==> src/hw/rtl/bfl_pkg.sv <==
// Shared types and constants of the page framebuffer line plotter.
package bfl_pkg;

  localparam int PAGE_ROWS = 8;
  localparam int COORD_W   = 10;
  localparam int ERR_W     = 12;

  localparam logic [1:0] KIND_THIN  = 2'd0;
  localparam logic [1:0] KIND_THICK = 2'd1;
  localparam logic [1:0] KIND_CLEAR = 2'd2;
  localparam logic [1:0] KIND_READ  = 2'd3;

  typedef logic signed [COORD_W-1:0] coord_t;
  typedef logic signed [ERR_W-1:0]   err_t;

  typedef struct packed {
    logic load;
    logic advance;
  } walk_ctl_t;

  typedef struct packed {
    logic       at_end;
    logic       onscreen;
    logic [2:0] bit_sel;
  } walk_sts_t;

endpackage

==> src/hw/rtl/bfl_walker.sv <==
// Bresenham stepper: holds the cursor and error term and maps the cursor to a store byte.
module bfl_walker
  import bfl_pkg::*;
#(
  parameter int SCREEN_WIDTH  = 128,
  parameter int SCREEN_HEIGHT = 64,
  parameter int ADDR_W        = 10
) (
  input  logic              clk,
  input  walk_ctl_t         ctl,
  input  coord_t            load_x0,
  input  coord_t            load_y0,
  input  coord_t            load_x1,
  input  coord_t            load_y1,
  output walk_sts_t         sts,
  output logic [ADDR_W-1:0] addr
);

  coord_t cursor_x;
  coord_t cursor_y;
  coord_t target_x;
  coord_t target_y;
  err_t   dist_x;
  err_t   dist_y;
  err_t   step_error;
  logic   dir_x_neg;
  logic   dir_y_neg;

  logic signed [COORD_W:0]  diff_x;
  logic signed [COORD_W:0]  diff_y;
  err_t                     abs_x;
  err_t                     abs_y;
  logic signed [ERR_W:0]    twice;
  logic                     move_x;
  logic                     move_y;
  err_t                     err_next;
  logic [7:0]               col;
  logic [7:0]               row;

  assign diff_x = {load_x1[COORD_W-1], load_x1} - {load_x0[COORD_W-1], load_x0};
  assign diff_y = {load_y1[COORD_W-1], load_y1} - {load_y0[COORD_W-1], load_y0};
  assign abs_x  = diff_x[COORD_W] ? ERR_W'(-diff_x) : ERR_W'(diff_x);
  assign abs_y  = diff_y[COORD_W] ? ERR_W'(-diff_y) : ERR_W'(diff_y);

  assign twice    = {step_error, 1'b0};
  assign move_x   = twice >= $signed({dist_y[ERR_W-1], dist_y});
  assign move_y   = twice <= $signed({dist_x[ERR_W-1], dist_x});
  assign err_next = step_error + (move_x ? dist_y : '0) + (move_y ? dist_x : '0);

  always_ff @(posedge clk) begin
    if (ctl.load) begin
      cursor_x   <= load_x0;
      cursor_y   <= load_y0;
      target_x   <= load_x1;
      target_y   <= load_y1;
      dist_x     <= abs_x;
      dist_y     <= -abs_y;
      dir_x_neg  <= (diff_x <= 0);
      dir_y_neg  <= (diff_y <= 0);
      step_error <= abs_x - abs_y;
    end else if (ctl.advance) begin
      step_error <= err_next;
      if (move_x) begin
        cursor_x <= dir_x_neg ? cursor_x - coord_t'(1) : cursor_x + coord_t'(1);
      end
      if (move_y) begin
        cursor_y <= dir_y_neg ? cursor_y - coord_t'(1) : cursor_y + coord_t'(1);
      end
    end
  end

  // Coordinates wrap to their low byte before the screen bounds check.
  assign col = cursor_x[7:0];
  assign row = cursor_y[7:0];

  assign sts.at_end   = (cursor_x == target_x) && (cursor_y == target_y);
  assign sts.onscreen = ({1'b0, col} < 9'(SCREEN_WIDTH)) && ({1'b0, row} < 9'(SCREEN_HEIGHT));
  assign sts.bit_sel  = row[2:0];

  assign addr = ADDR_W'(col) + ADDR_W'(ADDR_W'(row[7:3]) * ADDR_W'(SCREEN_WIDTH));

endmodule

==> config.mk <==
export PLATFORM = sky130hd
export DESIGN_NAME = bfl_walker
export DESIGN_NICKNAME = d
export VERILOG_FILES = /design/src/hw/rtl/bfl_pkg.sv /design/src/hw/rtl/bfl_walker.sv
export SDC_FILE = /design/constraint.sdc
export NUM_CORES = 1
export LEC_CHECK = 0
export BUFFER_PORTS_ARGS = -buffer_cell sky130_fd_sc_hd__buf_2
export CAP_MARGIN = 15
export CELL_PAD_IN_SITES_DETAIL_PLACEMENT = 1
export CELL_PAD_IN_SITES_GLOBAL_PLACEMENT = 1
export CORE_MARGIN = 3
export CORE_UTILIZATION = 25
export DETAILED_ROUTE_END_ITERATION = 10
export PLACE_DENSITY_LB_ADDON = 0.05
export SLEW_MARGIN = 20
export SYNTH_ARGS = -nofsm -noshare
export SYNTH_HDL_FRONTEND = slang
export SYNTH_SLANG_ARGS = --single-unit
==> constraint.sdc <==
create_clock -name clk -period 6.6 [get_ports clk]
set_input_delay 0.99 -clock clk [delete_from_list [all_inputs] [get_ports clk]]
set_output_delay 0.99 -clock clk [all_outputs]
set_load 0.01 [all_outputs]
# After elaboration in Yosys (flattened, before gate mapping)
# Cells that the tools add are included.
# totals
register_bits	78
in_bits	43
out_inout_bits	15
wordCells	51
# op_classes
add_sub_neg	13
n_lt_le_gt_ge	6
eq_ne	2
muxes	14
n_reduce_logical	7
# ops
operator	count
$mux W10	8
$mux W12	6
$add A12 B12 Y12	2
$neg A11 Y12	2
$le A11 B1 Y1 const B	2
$sub A10 B10 Y11	2
$add A10 B2 Y10 const B	2
$eq A10 B10 Y1	2
$sub A10 B2 Y10 const B	2
$ge A13 B12 Y1	1
$le A13 B12 Y1	1
$neg A12 Y12	1
$sub A12 B12 Y12	1
$add A8 B10 Y10	1
$lt A8 B7 Y1 const B	1
$lt A8 B8 Y1 const B	1
$reduce_bool A2 Y1	3
$reduce_and A2 Y1	2
$logic_and A1 B1 Y1	2

# Depth between registers and ports, before layout
# logic_depth
ltp_word	6
mapped_depth	26
ltp_nobuf	25

# Least setup slack after synthesis
# OpenSTA, ideal clock, no wires.
# synth_path
path_kind	in2reg
from	input load_x1[0]
to	register step_error[9], data pin
setup_time_ns	0.267
t_arrival_ns	4.904
t_required_ns	6.333
path_slack_ns	1.429
path_stages	24
n_path_buf	1
path_cell_list	inv_1 ha_1 fa_1 nor2b_1 o21ai_1 a21boi_0 o21ai_0 nand2b_1 and3_1 o21ai_0 a31o_2 clkbuf_1 o21ai_0 ha_1 nor2b_1 o21ai_0 a21oi_1 o21ai_1 a21oi_1 o21ai_0 nand2b_1 a21o_1 a2111oi_0 nor2_1
# synth_via
elab_chain_cells	5
# synth_lines
element	line_no	source
from (decl)	bfl_walker.sv:13	input coord_t load_x1,
$sub A10 B10 Y11 (*)	bfl_walker.sv:40	assign diff_x = {load_x1[COORD_W-1], load_x1} - {load_x0[COORD_W-1], load_x0};
$neg A11 Y12	bfl_walker.sv:42	assign abs_x = diff_x[COORD_W] ? ERR_W'(-diff_x) : ERR_W'(diff_x);
$mux W12 (*)	bfl_walker.sv:42	
net abs_x[1]	bfl_walker.sv:31	err_t abs_x;
$sub A12 B12 Y12 (*)	bfl_walker.sv:60	step_error <= abs_x - abs_y;
$mux W12 (*)	bfl_walker.sv:51	if (ctl.load) begin
to (signal assigned)	bfl_walker.sv:60	
to (signal assigned)	bfl_walker.sv:62	step_error <= err_next;
to (decl)	bfl_walker.sv:25	err_t step_error;
# Mark *: on every way through the listed nets, which the timed path passes. The rest lies on a longest branch.
# A chain may end at the register's enable or synchronous reset.

# Worst setup path after layout
# layout_path
from	input load_y0[0]
to	register step_error[9], data pin
# layout_via
elab_chain_cells	5
# layout_lines
element	line_no	source
from (decl)	bfl_walker.sv:12	input coord_t load_y0,
$sub A10 B10 Y11 (*)	bfl_walker.sv:41	assign diff_y = {load_y1[COORD_W-1], load_y1} - {load_y0[COORD_W-1], load_y0};
$neg A11 Y12	bfl_walker.sv:43	assign abs_y = diff_y[COORD_W] ? ERR_W'(-diff_y) : ERR_W'(diff_y);
$mux W12 (*)	bfl_walker.sv:43	
$sub A12 B12 Y12 (*)	bfl_walker.sv:60	
$mux W12 (*)	bfl_walker.sv:51	
# Every way passes the cells marked *; elsewhere a longest branch is shown, timed or not.

==> flow_summary.toml <==
[timing]
max_freq_ghz = 0.1737
max-slew-margin-rel_pct = 50.76
tightestPinTransition_ns = 0.7369
rsz0062_at_grt = "no"
finalSetupTns_ns = 0
slew_violations = 0
setup_ws_ns = 0.8428
post-route-min-period_ns = 5.757
setup_viol = 0
period_share_pct = 87.23
finalHoldWorstSlack_ns = 0.7540
finalClockSkew_ns = 0.01348
finalHoldViolCount = 0

[critical_path]
r2r_start = "step_error[5]$_DFFE_PP_"
endpoint_kind = "register"
slowest_delay_ns = 0.65
startpoint = "load_y0[0]"
cpMostUsedCell = "a21oi_1"
worstReg2RegEnd = "step_error[11]$_DFFE_PP_"
crit_required_ns = 6.68
cp_max_fo = 8
cp_num_buf_inv = 1
crit_path_end = "step_error[9]$_DFFE_PP_"
path_cells = "buf_2 -> ha_1 -> fa_1 -> nand2b_1 -> a21oi_1 -> o211ai_1 -> a32oi_2 -> mux2i_1 -> ha_1 -> nor2b_1 -> o21ai_0 -> a21oi_1 -> o21ai_1 -> a21oi_1 -> o21ai_0 -> nand2b_1 -> a21o_1 -> a2111oi_0 -> nor2_1"
slowest_stage = "mux2i_1"
startpoint_type = "input port"
crit_cells = 19
ff2ff_setup_slack_ns = 0.94
path_class = "input port to register"
rr_worst_depth = 24
crit_arrival_ns = 5.84
cp_top_family = "compound AO/OA/AOI/OAI gates"

[cts]
holdBufCountCts = 0
clk_latency_ns = 0.35
path_clk_slew_ns = 0.07
cts_setup_buffers = 0
cts.sinks = 78
clockBufferDepth = 2
cts_buffers = 9
cts_tree = "done"
root_buffer = "clkbuf_16"
cts_resized = 0
cts.htree.levels = 3

[final_layout]
seq_area_um2 = 2342
final_nets = 931
diodes = 0
nFillCells = 3213
area_growth_pct = 14.16
drive_above_1_share_pct = 13.04
multiInputGateArea_um2 = 4287

[drt]
num_vias = 5282
wl_met3_um = 346
wire_per_inst_um = 17.65
m1WireLength_um = 10070
drcViolationCount = 0
met2WireLength_um = 9897
ant_nets = 0
routed.top_layer = "met4"
drtIter0Drc = 134
wl_um = 20610
viasPerCell = 4.522
first_pass_iters = 4

[floorplanning]
io-pin-count = 58
die_area_um2 = 30430
die_h_um = 174.5
rows = 61
die_width_um = 174.5
fp.coreArea_um2 = 27860
floorplan.initialDensity_pct = 25.47

[placed_design]
place_ws_ns = 0.3888
dp_hpwl_um = 17010
routabilityCongestion = 0.7468
numPortBuffers = 57

[power]
swShare_pct = 43.02
p_leak_nw = 3.523
p_int_mw = 2.124
power.switching_mw = 1.604
power_mw = 3.728
pwr-share-seq_pct = 24.5
power_frac_comb_pct = 59.6
power_density_nw_per_um2 = 460.4
p_clk_share_pct = 15.9
vdd_drop_max_uv = 122.0

[grt]
grt_pass1_vias = 5841
grt_pass1_wl_um = 33110
track_usage_pct = 13.98
grt_overflow = 0
grt_max_degree = 63
antenna_found_initial = 0

[yosys]
synth_area_leader_cell = "edfxtp_1"
yosysTopAreaCellShare_pct = 33.02
synth_common_cells = "91 x inv_1, 86 x ha_1, 78 x edfxtp_1"
yosys.cell_count.top_type = "inv_1"
yosysUniqueCellTypes = 66
synth-edff-count = 78
synth_ff_type = "edfxtp_1"
yosysWarnings = 0
synth_area_um2 = 7094
synthCells = 735
syn_nets = 881
syn_area_per_cell_um2 = 9.652
async_flop_share_pct = 0
synth_seq_cells = 78
ys_seq_area_share_pct = 33.02
ys_top_cells_by_area = "edfxtp_1 33%, ha_1 15%, xnor2_1 6.0%, inv_1 4.8%, fa_1 4.8%"

[outcome]
run_status = "finished clean"

[flow_run]
cap_violations = 0

[hold_path]
hp-class = "register to register"
stage by stage:
step	cells	instance area [µm²]	utilization (%)
6_report	1168	8099	29.07
5_1_grt	1168	8099	29.07
4_1_cts	1168	8099	29.07
3_5_place_dp	1152	7761	27.86
3_3_place_gp	1152	7761	27.86
2_1_floorplan	735	7094	-
worst register-to-register path, cell delays in order, from the launching register on:
cell,delay (ns)
edfxtp_1,0.47
ha_1,0.33
a21o_1,0.18
a21o_1,0.17
a211o_1,0.30
a21oi_1,0.21
nor2b_1,0.06
o21ai_0,0.14
a21oi_1,0.08
buf_4,0.19
and2_1,0.19
fa_1,0.52
ha_1,0.18
inv_1,0.06
fa_1,0.40
nor2b_1,0.12
o21ai_0,0.12
a21boi_0,0.27
o21ai_0,0.18
a21oi_1,0.26
a31oi_1,0.18
or2_2,0.33
a2111oi_1,0.35
nor2_1,0.09
o311ai_1,0.10
metal layers:
layer,track usage [%],vias to the layer above
li1,-,2650
met1,18.97,2562
met2,23.73,56
met3,1.289,14
met4,4.021,0
met5,0,-
power by group through the flow:
stage	combinational, mW	clock (mW)	sequential, mW
6_report	2.22	0.594	0.912
5_1_grt	2.57	0.626	0.939
4_1_cts	2.28	0.611	0.921
3_5_place_dp	2.26	0	0.932
3_3_place_gp	2.24	0	0.928
2_1_floorplan	1.70	0	0.857
area by class of cell:
class / count / share of cell area, %
clock buffer: 9 / 2.781
sequential: 78 / 28.92
tap: 378 / 5.840
inverter: 91 / 4.218
clock inverter: 7 / 1.390
multi-input combinational: 544 / 52.93
timing repair buffer: 61 / 3.924
logic make-up after synthesis:
group,Yosys count,share of synthesized area [%]
AOI/OAI and AO/OA,158,14.36
xor gates and xnor gates,88,11.55
adders and majority gates,103,19.96
buffers and inverters,113,6.561
DFF,78,33.02
muxes,5,0.7407
other,1,0.05286
and+or+nand+nor,189,13.76
how the worst min path moves through the flow:
| stage | from | end | slack (ns) | cells after the start |
|---|---|---|---|---|
| finish | cursor_x[0]$_DFFE_PP_ | cursor_x[0]$_DFFE_PP_ | 0.75 | 1 |
| global placement | cursor_x[0]$_DFFE_PP_ | cursor_x[0]$_DFFE_PP_ | 0.71 | 1 |
| CTS | cursor_x[0]$_DFFE_PP_ | cursor_x[0]$_DFFE_PP_ | 0.75 | 1 |
| floorplan | cursor_x[0]$_DFFE_PP_ | cursor_x[0]$_DFFE_PP_ | 0.65 | 1 |
| global route | cursor_x[0]$_DFFE_PP_ | cursor_x[0]$_DFFE_PP_ | 0.79 | 1 |
| detailed placement | cursor_x[0]$_DFFE_PP_ | cursor_x[0]$_DFFE_PP_ | 0.74 | 1 |
sequential cells by signal (all words and copies together), names as in the netlist:
name        cells
dir_x_neg       1
dist_y         12
target_x       10
target_y       10
dir_y_neg       1
cursor_x       10
dist_x         12
cursor_y       10
step_error     12
cells in the final DEF, fill, tap and decap left out, drive strengths merged, types with 6 or more instances in the layout:
master and instances:
ha 86, a21o 17, nand4 8, nand3 13, buf 61, o21ai 50
inv 91, o31ai 6, nand2b 6, edfxtp 78, nor3 10, nand2 49
clkbuf 9, nor2 39, and2 22, xor2 36, nor2b 11, and3 9
xnor2 52, fa 17, a21oi 51
Power figures use the tool's default switching activity.
